$ cat src/sv/rswm_pkg.sv
package rswm_pkg;

  // Window length in colours
  localparam int WINDOW_DEPTH = 16;

  // Derived widths
  localparam int PTR_W = (WINDOW_DEPTH > 1) ? $clog2(WINDOW_DEPTH) : 1;
  localparam int CNT_W = $clog2(WINDOW_DEPTH + 1);
  localparam int SUM_W = 8 + PTR_W;
  localparam int CHAN_W = 8;
  localparam int WORD_W = 3 * CHAN_W;

  typedef logic [CHAN_W-1:0] chan_t;
  typedef logic [PTR_W-1:0]  ptr_t;
  typedef logic [CNT_W-1:0]  cnt_t;
  typedef logic [SUM_W-1:0]  sum_t;

  // Sequencer state codes
  localparam logic [2:0] S_IDLE = 3'd0;
  localparam logic [2:0] S_UPD  = 3'd1;
  localparam logic [2:0] S_LOAD = 3'd2;
  localparam logic [2:0] S_DIV  = 3'd3;
  localparam logic [2:0] S_OUT  = 3'd4;

  // Channel select codes
  localparam logic [1:0] CH_RED   = 2'd0;
  localparam logic [1:0] CH_GREEN = 2'd1;
  localparam logic [1:0] CH_BLUE  = 2'd2;

endpackage

$ cat src/sv/rswm_ram.sv
module rswm_ram #(
  parameter int WIDTH = 24,
  parameter int DEPTH = 16,
  localparam int AW = (DEPTH > 1) ? $clog2(DEPTH) : 1
) (
  input  logic             clk,
  input  logic             we,
  input  logic [AW-1:0]    waddr,
  input  logic [WIDTH-1:0] wdata,
  input  logic [AW-1:0]    raddr,
  output logic [WIDTH-1:0] rdata
);

  logic [WIDTH-1:0] mem [DEPTH];

  // One write port, one registered read port
  always_ff @(posedge clk) begin
    if (we) begin
      mem[waddr] <= wdata;
    end
    rdata <= mem[raddr];
  end

endmodule

$ cat src/sv/rgb_sliding_window_mean_unit.sv
// Channel | Ports                                   | Handshake
// input   | in_red_in, in_green_in, in_blue_in      | in_valid / in_ready
// result  | out_red_mean, out_green_mean, out_blue_mean | out_valid / out_ready
//
// An item is accepted in S_IDLE, then passes through the sum update (S_UPD) and the
// shared restoring divider (S_LOAD, S_DIV per channel, one quotient bit a cycle) to S_OUT.
// in_ready is high only while idle, so a new item waits until the last one leaves S_OUT.
// Synchronous reset empties the window and clears the sums; the RAM is left as is.
// A stalled result holds the output register while the next item is worked on;
// that item's result waits until the register frees.
module rgb_sliding_window_mean_unit (
  input  logic           clk,
  input  logic           rst_n,
  input  logic           in_valid,
  output logic           in_ready,
  input  rswm_pkg::chan_t in_red_in,
  input  rswm_pkg::chan_t in_green_in,
  input  rswm_pkg::chan_t in_blue_in,
  output logic           out_valid,
  input  logic           out_ready,
  output rswm_pkg::chan_t out_red_mean,
  output rswm_pkg::chan_t out_green_mean,
  output rswm_pkg::chan_t out_blue_mean
);
  import rswm_pkg::*;

  logic [2:0]  state_r, state_nxt;
  chan_t       red_r, red_nxt;
  chan_t       green_r, green_nxt;
  chan_t       blue_r, blue_nxt;
  sum_t        rsum_r, rsum_nxt;
  sum_t        gsum_r, gsum_nxt;
  sum_t        bsum_r, bsum_nxt;
  cnt_t        fill_r, fill_nxt;
  ptr_t        ptr_r, ptr_nxt;
  logic [1:0]  ch_r, ch_nxt;
  logic [2:0]  step_r, step_nxt;
  cnt_t        rem_r, rem_nxt;
  chan_t       dlo_r, dlo_nxt;
  chan_t       quo_r, quo_nxt;
  chan_t       rq_r, rq_nxt;
  chan_t       gq_r, gq_nxt;
  chan_t       bq_r, bq_nxt;
  logic        ovalid_r, ovalid_nxt;
  chan_t       ored_r, ored_nxt;
  chan_t       ogreen_r, ogreen_nxt;
  chan_t       oblue_r, oblue_nxt;

  logic              full;
  logic [PTR_W:0]    slot_sum;
  ptr_t              slot;
  ptr_t              ptr_inc;
  logic              ram_we;
  logic [WORD_W-1:0] ram_rdata;
  logic [WORD_W-1:0] old_word;
  sum_t              sum_sel;
  logic [CNT_W:0]    trial;
  logic              take;
  logic              accept;

  assign full     = (fill_r == cnt_t'(WINDOW_DEPTH));
  assign in_ready = (state_r == S_IDLE);
  assign accept   = in_valid && in_ready;

  // Write slot: oldest when full, else oldest + fill wrapped once
  assign slot_sum = {1'b0, ptr_r} + (PTR_W+1)'(fill_r);
  always_comb begin
    if (full) begin
      slot = ptr_r;
    end else if (slot_sum >= (PTR_W+1)'(WINDOW_DEPTH)) begin
      slot = PTR_W'(slot_sum - (PTR_W+1)'(WINDOW_DEPTH));
    end else begin
      slot = slot_sum[PTR_W-1:0];
    end
  end

  assign ptr_inc = (ptr_r == ptr_t'(WINDOW_DEPTH - 1)) ? '0 : ptr_r + ptr_t'(1);
  assign ram_we  = (state_r == S_UPD);

  // History of colours, packed {red, green, blue}
  rswm_ram #(
    .WIDTH(WORD_W),
    .DEPTH(WINDOW_DEPTH)
  ) u_hist (
    .clk  (clk),
    .we   (ram_we),
    .waddr(slot),
    .wdata({red_r, green_r, blue_r}),
    .raddr(ptr_r),
    .rdata(ram_rdata)
  );

  // Oldest colour counts only once the window is full
  assign old_word = full ? ram_rdata : '0;

  // Divider operand select
  always_comb begin
    case (ch_r)
      CH_RED:   sum_sel = rsum_r;
      CH_GREEN: sum_sel = gsum_r;
      default:  sum_sel = bsum_r;
    endcase
  end

  // One restoring step: quotient never exceeds 8 bits, remainder below fill
  assign trial = {rem_r, dlo_r[CHAN_W-1]};
  assign take  = (trial >= {1'b0, fill_r});

  // Sequencer
  always_comb begin
    state_nxt  = state_r;
    red_nxt    = red_r;
    green_nxt  = green_r;
    blue_nxt   = blue_r;
    rsum_nxt   = rsum_r;
    gsum_nxt   = gsum_r;
    bsum_nxt   = bsum_r;
    fill_nxt   = fill_r;
    ptr_nxt    = ptr_r;
    ch_nxt     = ch_r;
    step_nxt   = step_r;
    rem_nxt    = rem_r;
    dlo_nxt    = dlo_r;
    quo_nxt    = quo_r;
    rq_nxt     = rq_r;
    gq_nxt     = gq_r;
    bq_nxt     = bq_r;
    ovalid_nxt = ovalid_r;
    ored_nxt   = ored_r;
    ogreen_nxt = ogreen_r;
    oblue_nxt  = oblue_r;

    if (ovalid_r && out_ready) begin
      ovalid_nxt = 1'b0;
    end

    case (state_r)
      S_IDLE: begin
        if (accept) begin
          red_nxt   = in_red_in;
          green_nxt = in_green_in;
          blue_nxt  = in_blue_in;
          state_nxt = S_UPD;
        end
      end
      S_UPD: begin
        rsum_nxt = rsum_r + SUM_W'(red_r)   - SUM_W'(old_word[3*CHAN_W-1:2*CHAN_W]);
        gsum_nxt = gsum_r + SUM_W'(green_r) - SUM_W'(old_word[2*CHAN_W-1:CHAN_W]);
        bsum_nxt = bsum_r + SUM_W'(blue_r)  - SUM_W'(old_word[CHAN_W-1:0]);
        if (full) begin
          ptr_nxt = ptr_inc;
        end else begin
          fill_nxt = fill_r + cnt_t'(1);
        end
        ch_nxt    = CH_RED;
        state_nxt = S_LOAD;
      end
      S_LOAD: begin
        rem_nxt   = CNT_W'(sum_sel[SUM_W-1:CHAN_W]);
        dlo_nxt   = sum_sel[CHAN_W-1:0];
        step_nxt  = '0;
        state_nxt = S_DIV;
      end
      S_DIV: begin
        rem_nxt  = take ? CNT_W'(trial - {1'b0, fill_r}) : trial[CNT_W-1:0];
        dlo_nxt  = {dlo_r[CHAN_W-2:0], 1'b0};
        quo_nxt  = {quo_r[CHAN_W-2:0], take};
        step_nxt = step_r + 3'd1;
        if (step_r == 3'd7) begin
          case (ch_r)
            CH_RED: begin
              rq_nxt    = {quo_r[CHAN_W-2:0], take};
              ch_nxt    = CH_GREEN;
              state_nxt = S_LOAD;
            end
            CH_GREEN: begin
              gq_nxt    = {quo_r[CHAN_W-2:0], take};
              ch_nxt    = CH_BLUE;
              state_nxt = S_LOAD;
            end
            default: begin
              bq_nxt    = {quo_r[CHAN_W-2:0], take};
              state_nxt = S_OUT;
            end
          endcase
        end
      end
      S_OUT: begin
        if (!ovalid_r || out_ready) begin
          ovalid_nxt = 1'b1;
          ored_nxt   = rq_r;
          ogreen_nxt = gq_r;
          oblue_nxt  = bq_r;
          state_nxt  = S_IDLE;
        end
      end
      default: begin
        state_nxt = S_IDLE;
      end
    endcase
  end

  // Control state
  always_ff @(posedge clk) begin
    if (!rst_n) begin
      state_r  <= S_IDLE;
      rsum_r   <= '0;
      gsum_r   <= '0;
      bsum_r   <= '0;
      fill_r   <= '0;
      ptr_r    <= '0;
      ovalid_r <= 1'b0;
    end else begin
      state_r  <= state_nxt;
      rsum_r   <= rsum_nxt;
      gsum_r   <= gsum_nxt;
      bsum_r   <= bsum_nxt;
      fill_r   <= fill_nxt;
      ptr_r    <= ptr_nxt;
      ovalid_r <= ovalid_nxt;
    end
  end

  // Payload and divider working registers
  always_ff @(posedge clk) begin
    red_r    <= red_nxt;
    green_r  <= green_nxt;
    blue_r   <= blue_nxt;
    ch_r     <= ch_nxt;
    step_r   <= step_nxt;
    rem_r    <= rem_nxt;
    dlo_r    <= dlo_nxt;
    quo_r    <= quo_nxt;
    rq_r     <= rq_nxt;
    gq_r     <= gq_nxt;
    bq_r     <= bq_nxt;
    ored_r   <= ored_nxt;
    ogreen_r <= ogreen_nxt;
    oblue_r  <= oblue_nxt;
  end

  assign out_valid      = ovalid_r;
  assign out_red_mean   = ored_r;
  assign out_green_mean = ogreen_r;
  assign out_blue_mean  = oblue_r;

  // Checks
  a_fill_bound: assert property (@(posedge clk) disable iff (!rst_n)
    fill_r <= cnt_t'(WINDOW_DEPTH))
    else $error("fill count beyond window depth");

  a_div_nonzero: assert property (@(posedge clk) disable iff (!rst_n)
    (state_r == S_DIV) |-> (fill_r != '0))
    else $error("divide step with empty window");

  a_ptr_still: assert property (@(posedge clk) disable iff (!rst_n)
    (fill_r < cnt_t'(WINDOW_DEPTH)) |-> (ptr_r == '0))
    else $error("oldest pointer moved before window filled");

  a_accept_upd: assert property (@(posedge clk) disable iff (!rst_n)
    accept |=> (state_r == S_UPD))
    else $error("accepted item not followed by sum update");

  a_ptr_range: assert property (@(posedge clk) disable iff (!rst_n)
    {1'b0, ptr_r} < (PTR_W+1)'(WINDOW_DEPTH))
    else $error("oldest pointer out of range");

endmodule

$ cat config.mk
export PLATFORM = sky130hd
export DESIGN_NAME = rgb_sliding_window_mean_unit
export DESIGN_NICKNAME = d
export VERILOG_FILES = /design/src/sv/rswm_pkg.sv /design/src/sv/rswm_ram.sv /design/src/sv/rgb_sliding_window_mean_unit.sv
export SDC_FILE = /design/constraint.sdc
export NUM_CORES = 1
export LEC_CHECK = 0
export ABC_AREA = 1
export BUFFER_PORTS_ARGS = -buffer_cell sky130_fd_sc_hd__buf_2
export CAP_MARGIN = 15
export CORE_MARGIN = 4
export CORE_UTILIZATION = 45
export DETAILED_ROUTE_END_ITERATION = 10
export GPL_TIMING_DRIVEN = 0
export REMOVE_ABC_BUFFERS = 1
export SYNTH_ARGS = -nofsm -noshare
export SYNTH_HDL_FRONTEND = slang
export SYNTH_SLANG_ARGS = --single-unit
$ cat constraint.sdc
create_clock -name clk -period 6.8 [get_ports clk]
set_input_delay 1.02 -clock clk [delete_from_list [all_inputs] [get_ports clk]]
set_output_delay 1.02 -clock clk [all_outputs]
set_load 0.02 [all_outputs]
Yosys cells after proc, flatten, opt, wreduce, memory -nomap -nowiden
Memories as Yosys holds them, arrays and structs flattened. A register that Yosys moved wholly into a read port is not among the register bits.
Index checks and enable logic that the tools add are counted.
{"block": "totals", "mem_count": 1, "word_cells": 90, "ram_bits": 384, "output_inout_bits": 26, "input_bits": 28, "regBits": 146}
{"name": "u_hist.mem", "words": 16, "width": 24, "rd": 1, "rd_ports_with_merged_regs": 1, "wr": 1, "line": "rswm_ram.sv:14", "text": "logic [WIDTH-1:0] mem [DEPTH];"}
{"block": "op_classes", "n_addsub": 12, "n_reduce_logical": 18, "muxes": 22, "order_cmp": 2, "n_bitwise": 2, "n_eq_ne": 12}
{"op": "$add A12 B8 Y12", "n": 3}
{"op": "$sub A12 B8 Y12", "n": 3}
{"op": "$mux W24", "n": 1}
{"op": "$pmux W12 S2", "n": 1}
{"op": "$pmux W8 S2", "n": 1}
{"op": "$pmux W3 S5", "n": 1}
{"op": "$reduce_and A3 Y1", "n": 5}
{"op": "$mux W3", "n": 4}
{"op": "$mux W4", "n": 3}
{"op": "$pmux W5 S2", "n": 1}
{"op": "$pmux W2 S2", "n": 2}
{"op": "$reduce_and A2 Y1", "n": 4}
{"op": "$eq A3 B2 Y1 const B", "n": 2}
{"op": "$eq A3 B3 Y1 const B", "n": 2}
{"op": "$ge A6 B5 Y1", "n": 1}
{"op": "$pmux W3 S2", "n": 1}
{"op": "$add A4 B5 Y5", "n": 1}
{"op": "$add A5 B1 Y5 const B", "n": 1}
{"op": "$eq A5 B5 Y1 const B", "n": 1}
{"op": "$ge A5 B5 Y1 const B", "n": 1}
{"op": "$mux W1", "n": 5}
{"op": "$mux W5", "n": 1}
{"op": "$sub A5 B5 Y5", "n": 1}
{"op": "$add A4 B1 Y4 const B", "n": 1}
{"op": "17 further kinds", "n": 21}

Depth between registers and ports, before layout
Gate-level depths: netlist (run 1).
{"block": "depth", "word_depth": 5, "mapped_depth": 19, "depth_no_buf": 17}

Hierarchy
Synthesis (run 1) repeated with hierarchy kept, for this count alone.
{"block": "unflattened", "cells_unflattened": 2612, "area_unflattened_um2": 25495.7}
{"module": "rswm_ram", "instances": 1, "seq_area_each_um2": 12011.5, "cells_each": 1597, "area_each_um2": 16951.3}
{"module": "rgb_sliding_window_mean_unit", "instances": 1, "seq_area_each_um2": 3893.7, "cells_each": 1015, "area_each_um2": 8544.4}

Worst setup path before layout (run 1)
No wires, ideal clock.
{"block": "synth_timing", "path_kind": "input -> register", "start": "input port in_valid", "end": "register blue_r[0] (enable)", "setup_ns": 0.435, "setup_slack_ns": 3.616, "arrival_time_ns": 2.749, "cell_stages": 2, "path_buffers": 0, "t_required_ns": 6.365, "path_cell_list": "inv_1 > nor3_1"}
{"block": "synth_between", "elab_chain_cells": 2}
{"element": "start: declaration", "line": "rgb_sliding_window_mean_unit.sv:14", "text": "input logic in_valid,"}
{"element": "$logic_and A1 B1 Y1", "line": "rgb_sliding_window_mean_unit.sv:63", "text": "assign accept = in_valid && in_ready;"}
{"element": "$reduce_and A2 Y1 (no line)"}
{"element": "end signal: assignment", "line": "rgb_sliding_window_mean_unit.sv:228", "text": "blue_r <= blue_nxt;"}
{"element": "end: declaration", "line": "rgb_sliding_window_mean_unit.sv:30", "text": "chan_t blue_r, blue_nxt;"}
Every way passes these cells.
A chain may end at the register's enable or synchronous reset.

Worst setup path after layout (run 1)
{"block": "layout_timing", "start": "register ptr_r[1]", "end": "memory u_hist.mem[10][1] (enable)"}
{"block": "layout_between", "elab_chain_cells": 4, "elab_cells_between_ends": 5, "classes_between": "add/sub: 2; order compare: 1; mux: 2"}
{"element": "start: declaration", "line": "rgb_sliding_window_mean_unit.sv:35", "text": "ptr_t ptr_r, ptr_nxt;"}
{"element": "start signal: assignment", "line": "rgb_sliding_window_mean_unit.sv:219", "text": "ptr_r <= ptr_nxt;"}
{"element": "$add A4 B5 Y5", "line": "rgb_sliding_window_mean_unit.sv:66", "text": "assign slot_sum = {1'b0, ptr_r} + (PTR_W+1)'(fill_r);"}
{"element": "$sub A4 B1 Y4 or $ge A5 B5 Y1 (tied branches)", "line": "rgb_sliding_window_mean_unit.sv:71, rgb_sliding_window_mean_unit.sv:70"}
{"element": "$mux W4", "line": "rgb_sliding_window_mean_unit.sv:70", "text": "end else if (slot_sum >= (PTR_W+1)'(WINDOW_DEPTH)) begin"}
{"element": "$mux W4 *", "line": "rgb_sliding_window_mean_unit.sv:68", "text": "if (full) begin"}
{"element": "end: declaration", "line": "rswm_ram.sv:14"}
Every way passes the cells marked *; elsewhere a longest branch is shown, timed or not.

==> results of run 1 <==
-- how the worst max path moves through the flow --
stage / depth (start not counted) / startpoint / to / slack (ns)
after floorplan: 5 / ptr_r[0] / u_hist.rdata[0] / 0.64
after global placement: 6 / ptr_r[1] / u_hist.mem[0][5] / -5.95
after detailed placement: 10 / ptr_r[1] / u_hist.mem[10][5] / 2.36
after CTS: 10 / ptr_r[1] / u_hist.mem[10][1] / 2.34
after global routing: 10 / ptr_r[1] / u_hist.mem[10][12] / 2.13
final: 10 / ptr_r[1] / u_hist.mem[10][1] / 2.34
-- routing by layer --
layer | routed length, um | GRT usage
met1 | 26200 | 0.290
met2 | 25800 | 0.316
met3 | 3550 | 0.0314
met4 | 2490 | 0.0816
met5 | 0 | 0
-- placed cells by master (no fill, tap or decap), types with 49 or more instances in the layout --
cell / n
o21ai_0: 210
a21oi_1: 71
o22ai_1: 59
edfxtp_1: 481
dfxtp_1: 70
buf_2: 55
nand2_1: 255
nor2_1: 299
ha_1: 49
nand3_1: 105
inv_1: 248
clkbuf_16: 57
-- area by class of cell --
cell class	instances	area, um^2
Clock buffer	81	1550
Clock inverter	24	156
Fill cell	4525	25600
Inverter	256	966
Multi-Input combinational cell	1234	6740
Sequential cell	554	15900
Tap cell	688	861
Timing Repair Buffer	84	926
-- registers in the layout, summed over array words and instances, names as in the netlist, 12 cells and up --
register      cells
rsum_r           12
u_hist.mem      384
gsum_r           12
bsum_r           12
u_hist.rdata     24
-- cells by family after synthesis --
logic type / synth area share
and+or+nand+nor: 0.123
DFF: 0.663
AOI/OAI and AO/OA: 0.0990
buffers and inverters: 0.0615
adders and majority gates: 0.0473
xor gates and xnor gates: 0.00584
-- power by group --
group	internal [W]	switching, W	leakage, nW
logic	0.000670	0.00121	4.40
registers	0.00402	0.000175	4.96
clock network	0.00162	0.00127	0.823
-- per-stage QoR --
stage	TNS, ns	setup slack [ns]	utilization
final	0	2.34	0.515
after global routing	0	2.13	0.515
after CTS	0	2.34	0.514
after detailed placement	0	2.36	0.482
after global placement	-2362.16	-5.95	0.467
after floorplan	0	0.639	-
-- worst max-delay path: cells and delay by family, from the launching register on --
family | cells | cell delay, ns
flip-flops | 1 | 0.79
adder cells (fa/ha/maj) | 1 | 0.43
XOR/XNOR | 1 | 0.16
buffers and inverters | 4 | 1.29
AND/OR/NAND/NOR | 3 | 1.11
AO/OA/AOI/OAI | 1 | 0.21
==> results.toml, run 1 <==
[synthesis]
synth_area_leaders = "edfxtp_1, dfxtp_1, nor2_1"
yosys.cell_types.count = 40
ys_ff_latch = 554
synth_cells = 2140
synthFlopType = "edfxtp_1"
synth_area_mm2 = 0.0240
synth-edff-count = 481
seq_area_frac_synth = 0.663
synth_top_cell_by_area = "edfxtp_1"
synth.avg_cell_area_um2 = 11.2
synth_top_area_frac = 0.602
yosysMostFrequentCell = "edfxtp_1"
synth_commonest_cells = "edfxtp_1, nor2_1, nand2_1"
yosys_warnings = 0
async_reset_ff_frac = 0

[critical_path]
r2r-start = "ptr_r[1]"
crit_top_cell = "buf_16"
cp.required_ns = 7.10
startpoint_type = "flop"
r2r_setup_slack_ns = 2.34
r2r_end = "u_hist.mem[10][1]"
end_kind = "flop"
cp_max_fo = 75
reg2reg_depth = 10
crit_path_top_delay_cell = "dfxtp_4"
path_cells = "buf_16 > inv_2 > buf_12 > fa_1 > xor2_1 > nand2_1 > o21ai_1 > nand3_1 > nor2_4 > buf_16"
slowest_delay_ns = 0.79
arrival_ns = 4.76
critPathKind = "flop to flop"

[power]
power_w = 0.00896
vdd_drop_max_mv = 0.196
leakage_nw = 10.2
p_per_area_mw_per_mm2 = 331

[routing]
drt_wl_total_mm = 58.1
post-route-drc-count = 0
wire_per_inst_um = 19.9
vias_per_cell = 5.40
firstDrtPassIters = 7
vias = 15800
drtAntennaViolNets = 0
drt_iter0_markers = 1538

[cells_and_area]
area_growth_pct = 13.0
drive_gt1_frac = 0.0931
stdcell_count = 2921
antenna_cells = 0
stdcell_area_mm2 = 0.0271
final_nets = 2290

[clock_network]
worstSkewPairLatency_ns = 0.61
clkTransAtPathRegs_ns = 0.06
numCtsBuffers = 57
cts_sinks = 554
cts_resized = 0
clk_path_buf_depth = 3
cts_root_buf = "clkbuf_16"
post-cts-setup-buffers = 0
tritoncts = "yes"
htreeDepth = 2
hold_buffers = 0

[global_route]
grt_pass1_wl_mm = 89.5
grt_max_degree = 101
grt-ovfl-total = 0
grt_pass1_vias = 15400
antenna_found_initial = 0
grtUsageTotal = 0.203

[worst_hold_path]
min_to = "out_red_mean[4]"
holdPathStages = 0
holdCritStartpoint = "rq_r[4]"
hold_path_class = "flop to flop"

[timing]
slew_headroom = 0.278
skew_ns = 0.0152
fin_crit_sh = 0.656
worstMarginPinSlew_ns = 1.08
rsz0062_at_grt = "false"
setup_violations = 0
max_freq_ghz = 0.224
hold_violations = 0
maxSlewViolCount = 0
whs_ns = 0.414
fin_crit_ns = 4.46

[outcome]
status = "complete, no violations"

[place]
portBuffers = 53
dp.cells = 2815
dpl_cell_area_mm2 = 0.0254
gp_congestion = 0.855
place_hpwl_mm = 35.2

[run]
cap_viol_max_count = 0

[die]
fp.dieH_um = 239
ios = 54
initial_core_util = 0.455
rows = 84
coreArea_mm2 = 0.0527
die_x_um = 239
dieArea_mm2 = 0.0570
Note: power is estimated with default switching activity, not from simulation.
==> run 2, diff against run 1 <==
==> constraint.sdc (replaced) <==
create_clock -name clk -period 3.9 [get_ports clk]
set_input_delay 0.585 -clock clk [delete_from_list [all_inputs] [get_ports clk]]
set_output_delay 0.585 -clock clk [all_outputs]
set_load 0.02 [all_outputs]
==> run 2 against run 1 <==
Against the previous run: critical path depth up 1; register-to-register slack lost 2.3 ns; die area did not move; clock-buffer cell count is the same; largest cell class unchanged.
==> results.toml, run 2 (synthesis results as in run 1) <==
[clock_network]
clkTransAtPathRegs_ns = 0.06
clk_path_buf_depth = 3
tritoncts = "yes"
cts_root_buf = "clkbuf_16"
worstSkewPairLatency_ns = 0.61
numCtsBuffers = 57
cts_sinks = 554
hold_buffers = 0
htreeDepth = 2

[die]
ios = 54
fp.dieH_um = 239
dieArea_mm2 = 0.0570
initial_core_util = 0.455
coreArea_mm2 = 0.0527
die_x_um = 239
rows = 84

[routing]
wire_per_inst_um = 20.3
vias_per_cell = 5.41
drt_iter0_markers = 1446
vias = 15900
post-route-drc-count = 0
drt_wl_total_mm = 59.5
firstDrtPassIters = 6
drtAntennaViolNets = 0

[cells_and_area]
n_fill_cell = 4462
largest_reg_flops = 384
final_cell_mix = "edfxtp_1, nor2_1, nand2_1, inv_1, o21ai_0"
largest_registers = "u_hist.mem: 384 flops, u_hist.rdata: 24 flops"
regMostFlops = "u_hist.mem"
antenna_cells = 0
stdcell_area_mm2 = 0.0275
final_nets = 2308
area_growth_pct = 14.5
layout_commonest_cell = "edfxtp_1"
drive_gt1_frac = 0.101

[place]
portBuffers = 53
gp_congestion = 0.855
dpl_cell_area_mm2 = 0.0254
place_hpwl_mm = 35.2

[critical_path]
critPathBufInv = 5
startpoint_type = "flop"
critPathKind = "flop to flop"
critPathTopFamily = "buffers and inverters"
arrival_ns = 4.11
end_kind = "flop"
cp_max_fo = 75
cp-startpoint = "ptr_r[1]"
path_cells = "buf_16 > inv_4 > buf_12 > fa_1 > xor2_1 > nand2_1 > o21ai_1 > inv_1 > nand3_2 > nor2_4 > buf_12"
r2r_setup_slack_ns = 0.09
r2r-start = "ptr_r[1]"
crit_path_top_delay_cell = "dfxtp_4"
reg2reg_depth = 11
cp.required_ns = 4.20
crit_top_cell = "buf_12"
slowest_delay_ns = 0.63
r2r_end = "u_hist.mem[13][0]"

[run]
cap_viol_max_count = 0

[global_route]
antenna_found_initial = 0
grt_max_degree = 101
grtUsageTotal = 0.206
grt_pass1_wl_mm = 90.9
grt-ovfl-total = 0
grt_pass1_vias = 15500

[timing]
fin_crit_ns = 3.81
fin_crit_sh = 0.978
worstMarginPinSlew_ns = 1.05
rsz0062_at_grt = "false"
hold_violations = 0
setup_violations = 0
slew_headroom = 0.295
maxSlewViolCount = 0
max_freq_ghz = 0.262
skew_ns = 0.0201

[worst_hold_path]
min_to = "red_r[0]"
holdPathStages = 1
hold_path_class = "input port to flop"
holdCritStartpoint = "in_red_in[0]"

[power]
power_w = 0.0157
seqPwrFrac = 0.466
p_per_area_mw_per_mm2 = 571
vdd_drop_max_mv = 0.341
p_int_w = 0.0110
leakage_nw = 10.3
p_sw_frac = 0.297
p_switching_w = 0.00465
power_frac_clock = 0.321
p_comb_frac = 0.212

[outcome]
status = "complete, no violations"
## run 2: changes by cell type in the layout (fill, tap and decap cells not counted)
cell | before | now
inv_4 | 0 | 1
nand4_2 | 0 | 1
nand3_1 | 105 | 104
buf_4 | 1 | 2
nand3_2 | 1 | 2
inv_2 | 6 | 5
buf_12 | 11 | 27
## run 2: worst register-to-register path, delay by kind of cell (launching register included)
| kind | cells | cell delay (ns) |
|---|---|---|
| buffers and inverters | 5 | 1.39 |
| flip-flops | 1 | 0.63 |
| AND/OR/NAND/NOR | 3 | 0.62 |
| adder cells (fa/ha/maj) | 1 | 0.46 |
| AO/OA/AOI/OAI | 1 | 0.20 |
| XOR/XNOR | 1 | 0.17 |
## run 2: through the flow
step	hold slack, ns	setup TNS [ns]	cells	util	setup WS [ns]
2_1_floorplan	0.400	-836.46	2044	-	-2.26
3_3_place_gp	0.405	-3593.26	2785	0.467	-8.85
3_5_place_dp	0.405	-122.91	2815	0.482	-0.536
4_1_cts	0.118	0	2937	0.520	0.0109
5_1_grt	0.118	0	2939	0.521	0.00277
6_report	0.153	0	2939	0.521	0.0877
## run 2: power by group through the flow
stage	clock network [W]	logic [W]	registers, W
3_3_place_gp	0	0.00314	0.00743
2_1_floorplan	0	0.00243	0.00732
5_1_grt	0.00539	0.00382	0.00736
3_5_place_dp	0	0.00324	0.00743
6_report	0.00504	0.00332	0.00731
4_1_cts	0.00514	0.00329	0.00731
## run 2: worst max path at each step
| stage | depth (start not counted) | to | slack, ns |
|---|---|---|---|
| global route | 10 | u_hist.mem[2][6] | 0.003 |
| CTS | 10 | u_hist.mem[10][1] | 0.01 |
| floorplan | 5 | u_hist.rdata[0] | -2.26 |
| detailed placement | 10 | u_hist.mem[10][5] | -0.54 |
| finish | 11 | u_hist.mem[13][0] | 0.09 |
| global placement | 6 | u_hist.mem[0][5] | -8.85 |
## run 2: what timing repair did
item                                    in CTS  in global routing
cloned                                       0                  1
endpoints found under the setup margin     384                386
pin swaps                                   14                  1
gates resized for setup                      0                  3
setup buffers                               17                  0
hold endpoints to repair                     0                  0
## run 2: layout make-up
type / instances / area, um^2 / area share
Sequential cell: 554 / 15900 / 0.580
Multi-Input combinational cell: 1235 / 6750 / 0.246
Clock buffer: 81 / 1550 / 0.0563
Timing Repair Buffer: 101 / 1250 / 0.0457
Inverter: 256 / 968 / 0.0353
Tap cell: 688 / 861 / 0.0314
Clock inverter: 24 / 156 / 0.00570
## run 2: metal layers
| metal | share of wire | vias to the layer above | GRT usage |
|---|---|---|---|
| met4 | 0.042 | 0 | 0.0818 |
| met1 | 0.45 | 7712 | 0.295 |
| li1 | - | 7524 | - |
| met2 | 0.45 | 520 | 0.320 |
| met5 | 0 | - | 0 |
| met3 | 0.056 | 133 | 0.0318 |
